==> config.mk <==
export PLATFORM = sky130hd
export DESIGN_NAME = signed_divide_64_by_32_saturating_core
export DESIGN_NICKNAME = d
export VERILOG_FILES = /design/src/hw/rtl/sdiv_pkg.sv /design/src/hw/rtl/sdiv_prep.sv /design/src/hw/rtl/sdiv_stage.sv /design/src/hw/rtl/sdiv_fix.sv /design/src/hw/rtl/signed_divide_64_by_32_saturating_core.sv
export SDC_FILE = /design/constraint.sdc
export NUM_CORES = 2
export LEC_CHECK = 0
export BUFFER_PORTS_ARGS = -buffer_cell sky130_fd_sc_hd__buf_2
export CORE_UTILIZATION = 45
export DETAILED_ROUTE_END_ITERATION = 16
export PLACE_DENSITY = 0.68
export SLEW_MARGIN = 20
export SYNTH_ARGS = -nofsm -noshare
export SYNTH_HDL_FRONTEND = slang
export SYNTH_SLANG_ARGS = --single-unit
==> constraint.sdc <==
create_clock -name clk -period 83.2 [get_ports clk]
set_clock_uncertainty 0.1 [all_clocks]
set_input_delay 8.32 -clock clk [delete_from_list [all_inputs] [get_ports clk]]
set_output_delay 8.32 -clock clk [all_outputs]
set_load 0.1 [all_outputs]
==> src/hw/rtl/sdiv_pkg.sv <==
package sdiv_pkg;

	// Operand and result widths
	localparam int DIVIDEND_W = 64;
	localparam int DIVISOR_W  = 32;
	localparam int RESULT_W   = 32;

	// Quotient bits resolved by each divider stage (must divide RESULT_W)
	localparam int STEPS_PER_STAGE_DEF = 2;

	// Status codes
	localparam logic [1:0] ST_OK  = 2'd0;
	localparam logic [1:0] ST_OVF = 2'd1;
	localparam logic [1:0] ST_DZ  = 2'd2;

	// Saturated quotient magnitude and its negation
	localparam logic [RESULT_W-1:0] SAT_POS = 32'h7FFF_FFFF;
	localparam logic [RESULT_W-1:0] SAT_NEG = 32'h8000_0001;

	// Side information that rides along with each request
	typedef struct packed {
		logic       qneg;
		logic       xneg;
		logic [1:0] status;
	} ctl_t;

	// Working set of one divider stage: partial remainder, dividend low
	// word that turns into the quotient, divisor magnitude
	typedef struct packed {
		logic [RESULT_W-1:0]  rem;
		logic [RESULT_W-1:0]  lo;
		logic [DIVISOR_W-1:0] ay;
	} work_t;

endpackage

==> src/hw/rtl/sdiv_prep.sv <==
module sdiv_prep
	import sdiv_pkg::*;
(
	input  logic                         clk,
	input  logic                         arst_n,
	input  logic                         en,
	input  logic                         valid_in,
	input  logic signed [DIVIDEND_W-1:0] dividend,
	input  logic signed [DIVISOR_W-1:0]  divisor,
	output logic                         valid_out,
	output ctl_t                         ctl_out,
	output work_t                        work_out
);

	logic                  valid_s1;
	logic [DIVIDEND_W-1:0] ax_s1;
	logic [DIVISOR_W-1:0]  ay_s1;
	logic                  xneg_s1;
	logic                  yneg_s1;

	logic                  valid_s2;
	ctl_t                  ctl_s2;
	work_t                 work_s2;

	logic [DIVIDEND_W-1:0] ay_shl;
	logic                  dz;
	logic                  ovf;
	logic [1:0]            st;

	// Stage 1: magnitudes of both operands
	always_ff @(posedge clk or negedge arst_n) begin
		if (!arst_n) begin
			valid_s1 <= 1'b0;
		end else if (en) begin
			valid_s1 <= valid_in;
		end
	end

	always_ff @(posedge clk) begin
		if (en) begin
			xneg_s1 <= dividend[DIVIDEND_W-1];
			yneg_s1 <= divisor[DIVISOR_W-1];
			ax_s1   <= dividend[DIVIDEND_W-1] ? (~dividend + 1'b1) : dividend;
			ay_s1   <= divisor[DIVISOR_W-1] ? (~divisor + 1'b1) : divisor;
		end
	end

	// Stage 2: classify (divide by zero, overflow)
	assign ay_shl = {1'b0, ay_s1, {(DIVIDEND_W-DIVISOR_W-1){1'b0}}};
	assign dz     = (ay_s1 == '0);
	assign ovf    = (ax_s1 >= ay_shl);

	always_comb begin
		if (dz) begin
			st = ST_DZ;
		end else if (ovf) begin
			st = ST_OVF;
		end else begin
			st = ST_OK;
		end
	end

	always_ff @(posedge clk or negedge arst_n) begin
		if (!arst_n) begin
			valid_s2 <= 1'b0;
		end else if (en) begin
			valid_s2 <= valid_s1;
		end
	end

	always_ff @(posedge clk) begin
		if (en) begin
			ctl_s2.qneg   <= xneg_s1 ^ yneg_s1;
			ctl_s2.xneg   <= xneg_s1;
			ctl_s2.status <= st;
			work_s2.rem   <= ax_s1[DIVIDEND_W-1:RESULT_W];
			work_s2.lo    <= ax_s1[RESULT_W-1:0];
			work_s2.ay    <= ay_s1;
		end
	end

	assign valid_out = valid_s2;
	assign ctl_out   = ctl_s2;
	assign work_out  = work_s2;

endmodule

==> src/hw/rtl/sdiv_stage.sv <==
module sdiv_stage
	import sdiv_pkg::*;
#(
	parameter int STEPS = STEPS_PER_STAGE_DEF
)
(
	input  logic  clk,
	input  logic  arst_n,
	input  logic  en,
	input  logic  valid_in,
	input  ctl_t  ctl_in,
	input  work_t work_in,
	output logic  valid_out,
	output ctl_t  ctl_out,
	output work_t work_out
);

	logic  valid_s1;
	ctl_t  ctl_s1;
	work_t work_s1;
	work_t work_nxt;

	// Restoring division, STEPS quotient bits: shift in the next dividend
	// bit, subtract the divisor when it fits, shift the quotient bit in
	always_comb begin
		logic [RESULT_W:0]   trial;
		logic [RESULT_W:0]   diff;
		logic [RESULT_W-1:0] rem;
		logic [RESULT_W-1:0] lo;
		rem = work_in.rem;
		lo  = work_in.lo;
		for (int i = 0; i < STEPS; i++) begin
			trial = {rem, lo[RESULT_W-1]};
			diff  = trial - {1'b0, work_in.ay};
			if (!diff[RESULT_W]) begin
				rem = diff[RESULT_W-1:0];
				lo  = {lo[RESULT_W-2:0], 1'b1};
			end else begin
				rem = trial[RESULT_W-1:0];
				lo  = {lo[RESULT_W-2:0], 1'b0};
			end
		end
		work_nxt.rem = rem;
		work_nxt.lo  = lo;
		work_nxt.ay  = work_in.ay;
	end

	always_ff @(posedge clk or negedge arst_n) begin
		if (!arst_n) begin
			valid_s1 <= 1'b0;
		end else if (en) begin
			valid_s1 <= valid_in;
		end
	end

	always_ff @(posedge clk) begin
		if (en) begin
			ctl_s1  <= ctl_in;
			work_s1 <= work_nxt;
		end
	end

	assign valid_out = valid_s1;
	assign ctl_out   = ctl_s1;
	assign work_out  = work_s1;

endmodule

==> src/hw/rtl/sdiv_fix.sv <==
module sdiv_fix
	import sdiv_pkg::*;
(
	input  logic                       clk,
	input  logic                       arst_n,
	input  logic                       en,
	input  logic                       valid_in,
	input  ctl_t                       ctl_in,
	input  work_t                      work_in,
	output logic                       valid_out,
	output logic signed [RESULT_W-1:0] quotient,
	output logic signed [RESULT_W-1:0] remainder,
	output logic [1:0]                 status
);

	logic                valid_q;
	logic [RESULT_W-1:0] quot_q;
	logic [RESULT_W-1:0] rem_q;
	logic [1:0]          status_q;
	logic [RESULT_W-1:0] quot_nxt;
	logic [RESULT_W-1:0] rem_nxt;

	// Sign correction and special-case override
	always_comb begin
		case (ctl_in.status)
			ST_OK: begin
				quot_nxt = ctl_in.qneg ? (~work_in.lo + 1'b1) : work_in.lo;
				rem_nxt  = ctl_in.xneg ? (~work_in.rem + 1'b1) : work_in.rem;
			end
			ST_OVF: begin
				quot_nxt = ctl_in.qneg ? SAT_NEG : SAT_POS;
				rem_nxt  = '0;
			end
			default: begin
				quot_nxt = '0;
				rem_nxt  = '0;
			end
		endcase
	end

	// Output register
	always_ff @(posedge clk or negedge arst_n) begin
		if (!arst_n) begin
			valid_q <= 1'b0;
		end else if (en) begin
			valid_q <= valid_in;
		end
	end

	always_ff @(posedge clk) begin
		if (en) begin
			quot_q   <= quot_nxt;
			rem_q    <= rem_nxt;
			status_q <= ctl_in.status;
		end
	end

	assign valid_out = valid_q;
	assign quotient  = quot_q;
	assign remainder = rem_q;
	assign status    = status_q;

endmodule

==> src/hw/rtl/signed_divide_64_by_32_saturating_core.sv <==
// Channel   Handshake              Payload
// request   div_valid / div_ready  dividend[63:0], divisor[31:0]
// result    res_valid / res_ready  quotient[31:0], remainder[31:0], status[1:0]
//
// One request accepted per cycle unless the result stalls; a request passes the
// prep registers, the chain of restoring divider stages and the output register.
// Reset clears all valid bits; payload registers are not reset.
// A stalled result freezes the whole pipeline; div_ready drops only then.

module signed_divide_64_by_32_saturating_core
	import sdiv_pkg::*;
#(
	parameter int STEPS_PER_STAGE = STEPS_PER_STAGE_DEF
)
(
	input  logic                         clk,
	input  logic                         arst_n,
	input  logic                         div_valid,
	output logic                         div_ready,
	input  logic signed [DIVIDEND_W-1:0] dividend,
	input  logic signed [DIVISOR_W-1:0]  divisor,
	output logic                         res_valid,
	input  logic                         res_ready,
	output logic signed [RESULT_W-1:0]   quotient,
	output logic signed [RESULT_W-1:0]   remainder,
	output logic [1:0]                   status
);

	localparam int NSTAGES = RESULT_W / STEPS_PER_STAGE;

	logic  en;
	logic  valid_w [0:NSTAGES];
	ctl_t  ctl_w   [0:NSTAGES];
	work_t work_w  [0:NSTAGES];

	// Pipeline advances unless a finished result is waiting
	assign en        = !res_valid || res_ready;
	assign div_ready = en;

	sdiv_prep u_prep (
		.clk       (clk),
		.arst_n    (arst_n),
		.en        (en),
		.valid_in  (div_valid),
		.dividend  (dividend),
		.divisor   (divisor),
		.valid_out (valid_w[0]),
		.ctl_out   (ctl_w[0]),
		.work_out  (work_w[0])
	);

	// Divider stages
	for (genvar g = 0; g < NSTAGES; g++) begin : g_stage
		sdiv_stage #(
			.STEPS (STEPS_PER_STAGE)
		) u_stage (
			.clk       (clk),
			.arst_n    (arst_n),
			.en        (en),
			.valid_in  (valid_w[g]),
			.ctl_in    (ctl_w[g]),
			.work_in   (work_w[g]),
			.valid_out (valid_w[g+1]),
			.ctl_out   (ctl_w[g+1]),
			.work_out  (work_w[g+1])
		);
	end

	sdiv_fix u_fix (
		.clk       (clk),
		.arst_n    (arst_n),
		.en        (en),
		.valid_in  (valid_w[NSTAGES]),
		.ctl_in    (ctl_w[NSTAGES]),
		.work_in   (work_w[NSTAGES]),
		.valid_out (res_valid),
		.quotient  (quotient),
		.remainder (remainder),
		.status    (status)
	);

endmodule

==> summary.txt <==
Status
  – Status: completed

Logic synthesis
  – XOR/XNOR Fraction of Synth Area: 0.0708
  – Primary FF master, synth: edfxtp_1
  – Register area share after synthesis: 0.446
  – Multiplexer share of the synthesized area: 0.0740
  – Post-Syn Nets: 12.7k
  – Yosys cell types: 108
  – Fraction of the mapped netlist area in adder cells: 0.112
  – Yosys Warn Count: 0
  – #FFs+latches synth: 1,851
  – Syn Area/Cell: 10.8 um2
  – Ys async rst share: 0.0103
  – EDFF count, synth: 1,832
  – Cells after synthesis: 11.5k
  – Simple-Gate Fraction of Synth Area: 0.0953
  – Largest family of logic cells by synthesized area: compound AO/OA/AOI/OAI gates
  – Synth Area in Compound Gates: 0.167
  – Cell Area, Synth: 124,000 um2

Clocking
  – Htree depth: 4
  – Clk sinks: 1,851
  – Gates resized, CTS repair: 0
  – Worst-path clk slew: 0.06 ns
  – CTS root buffer: clkbuf_16
  – CTS Buf Count: 210
  – Max clock buf depth: 4
  – Worst-Skew Late Latency: 0.90 ns
  – CTS tree: yes
  – Setup bufs post-CTS: 0
  – Post-CTS Hold Fix Bufs: 0

Timing
  – Tcrit/Tclk final: 0.217
  – Slew @ Worst Pin: 1.28 ns
  – Peak Freq: 0.0553 GHz
  – Period minus WS final: 18.09 ns
  – Setup Viol. Count Final: 0
  – Unrepaired setup endpoints after global routing: false
  – Relative slew slack: 0.138
  – Max Transition Viols Final: 0
  – Setup TNS: 0 ns
  – Hold Violations, Final: 0

Global route
  – Grt ovf: 0
  – Vias in the first global route: 88.1k
  – Initial antenna violation count: 16
  – GR Util All Layers: 0.208
  – First-pass GRT wire length: 470 mm
  – Pin count of the biggest net entering global routing: 188

Setup path
  – Crit path launch type: input port
  – Crit. path cell count: 5
  – Reg2reg path depth: 28
  – Worst setup EP type: output port
  – CP max stage delay: 0.53 ns
  – R2r startpoint: g_stage[11].u_stage.work_out[63]
  – Kind of critical path: in2out
  – CP arrival: 9.67 ns
  – Crit-path cells: buf_2, nor2b_2, buf_4, inv_8, buf_2
  – CP bufs+invs: 4
  – Start point of the critical path: res_ready
  – CP most frequent cell: buf_2
  – Worst EP required: 74.78 ns
  – Crit-path leading delay family: buffers and inverters
  – Max stage delay cell, worst path: buf_2
  – CP Max Fanout: 78

Die
  – # IOs: 168
  – Die Y: 528 um
  – Die area: 278,000 um2
  – Die X: 528 um
  – Initial Util: 0.453
  – Row count: 192
  – Core Region: 274,000 um2

Worst hold path
  – Worst hold start: g_stage[5].u_stage.work_out[38]
  – Worst Hold Depth: 0
  – Worst hold path type: reg2reg

Route
  – DRT Pass-1 Iters: 6
  – Detailed-route DRC error count: 0
  – Iter 0 DRT Violations: 6,303
  – Routed Antenna Nets: 0
  – Vias: 89.3k
  – Final WL: 298 mm
  – Wire length per cell: 19.1 um
  – Vias per Instance: 5.73

Place
  – HPWL Detailed: 233 mm
  – Port bufs: 167
  – Gpl congestion: 0.942

Finish
  – Layout fillers: 24.3k
  – Fraction of layout cells with a size suffix above 1: 0.120
  – Area growth, synth to finish: 9.61%
  – Most frequent cells in the layout: edfxtp_1, ha_1, a21oi_1
  – Most common cell after layout, fill and taps aside: edfxtp_1
  – Nets: 12.9k

Job
  – Max Cap Viol: 0
final cells by class:
cell class / instances / area (um2) / share of cell area
Multi-Input combinational cell: 8555 / 64700 / 0.475
Sequential cell: 1851 / 55500 / 0.407
Clock buffer: 252 / 5510 / 0.0404
Tap cell: 3686 / 4610 / 0.0339
Inverter: 880 / 3310 / 0.0243
Timing Repair Buffer: 235 / 1450 / 0.0107
Clock inverter: 119 / 1100 / 0.00811
Antenna cell: 5 / 12.5 / 0.0000918
per-stage QoR:
step | utilization | hold slack [ns] | instance area [um2] | setup slack [ns] | cells
after floorplan | - | 0.300 | 124000 | 30.54 | 11500
after global placement | 0.472 | 0.301 | 130000 | 65.10 | 15200
after detailed placement | 0.473 | 0.305 | 130000 | 65.09 | 15200
after CTS | 0.497 | 0.266 | 136000 | 65.09 | 15600
after global routing | 0.497 | 0.267 | 136000 | 65.01 | 15600
final | 0.497 | 0.272 | 136000 | 65.11 | 15600
cell families (layout without fill, tap and decap cells):
| group | count (synthesis) | after routing |
|---|---|---|
| mux | 816 | 816 |
| fa+ha+maj | 1092 | 1092 |
| compound gates | 3177 | 3177 |
| other cells | 0 | 5 |
| buf+inv | 1124 | 1486 |
| flops | 1851 | 1851 |
| simple gates | 2468 | 2468 |
| xor+xnor | 1002 | 1002 |
sequential cells by signal, indices dropped and copies added, names as in the netlist, 4 cells and up:
register	count
g_stage.u_stage.work_out	1504
u_prep.work_out	96
g_stage.u_stage.ctl_out	64
u_prep.ax_s1	64
u_fix.quotient	32
u_fix.remainder	32
u_prep.ay_s1	32
g_stage.u_stage.valid_out	16
u_prep.ctl_out	4
cells in the mapped netlist, drive strengths merged (77+ instances only):
| cell | count | area share |
|---|---|---|
| nor2b | 136 | 0.0068 |
| nor2 | 718 | 0.022 |
| o21bai | 101 | 0.0061 |
| nand2b | 149 | 0.0075 |
| clkbuf | 194 | 0.0060 |
| nand3 | 201 | 0.0081 |
| nor3 | 144 | 0.0058 |
| o21ai | 561 | 0.023 |
| and3 | 103 | 0.0052 |
| a31oi | 104 | 0.0052 |
| edfxtp | 1832 | 0.44 |
| o31ai | 100 | 0.0061 |
| a211oi | 110 | 0.0066 |
| mux2 | 742 | 0.068 |
| nand2 | 634 | 0.019 |
| inv | 878 | 0.027 |
| xnor2 | 721 | 0.051 |
| ha | 1060 | 0.11 |
| a21o | 531 | 0.032 |
| o21a | 161 | 0.0097 |
| xor2 | 281 | 0.020 |
| a21oi | 933 | 0.038 |
| nand4 | 77 | 0.0039 |
worst paths after layout:
| path | slack, ns | end |
|---|---|---|
| min in group asynchronous | 7.24 | g_stage[0].u_stage.valid_out |
| setup reg to reg | 73.98 | g_stage[12].u_stage.work_out[69] |
| hold / removal | 0.27 | g_stage[6].u_stage.work_out[40] |
| setup / recovery | 65.11 | div_ready |
| max in group asynchronous | 75.47 | g_stage[10].u_stage.valid_out |
| hold reg to reg | 0.27 | g_stage[6].u_stage.work_out[40] |
routing by layer:
metal | share of wire | vias to the layer above | global-route usage
met5 | 0.00013 | - | 0
met4 | 0.042 | 6 | 0.0855
met3 | 0.041 | 631 | 0.0245
met2 | 0.48 | 2129 | 0.361
met1 | 0.44 | 43000 | 0.262
li1 | - | 43600 | -
Power is not shown: default switching activity piles up to over one toggle a cycle in this logic, so the estimate is an artifact.
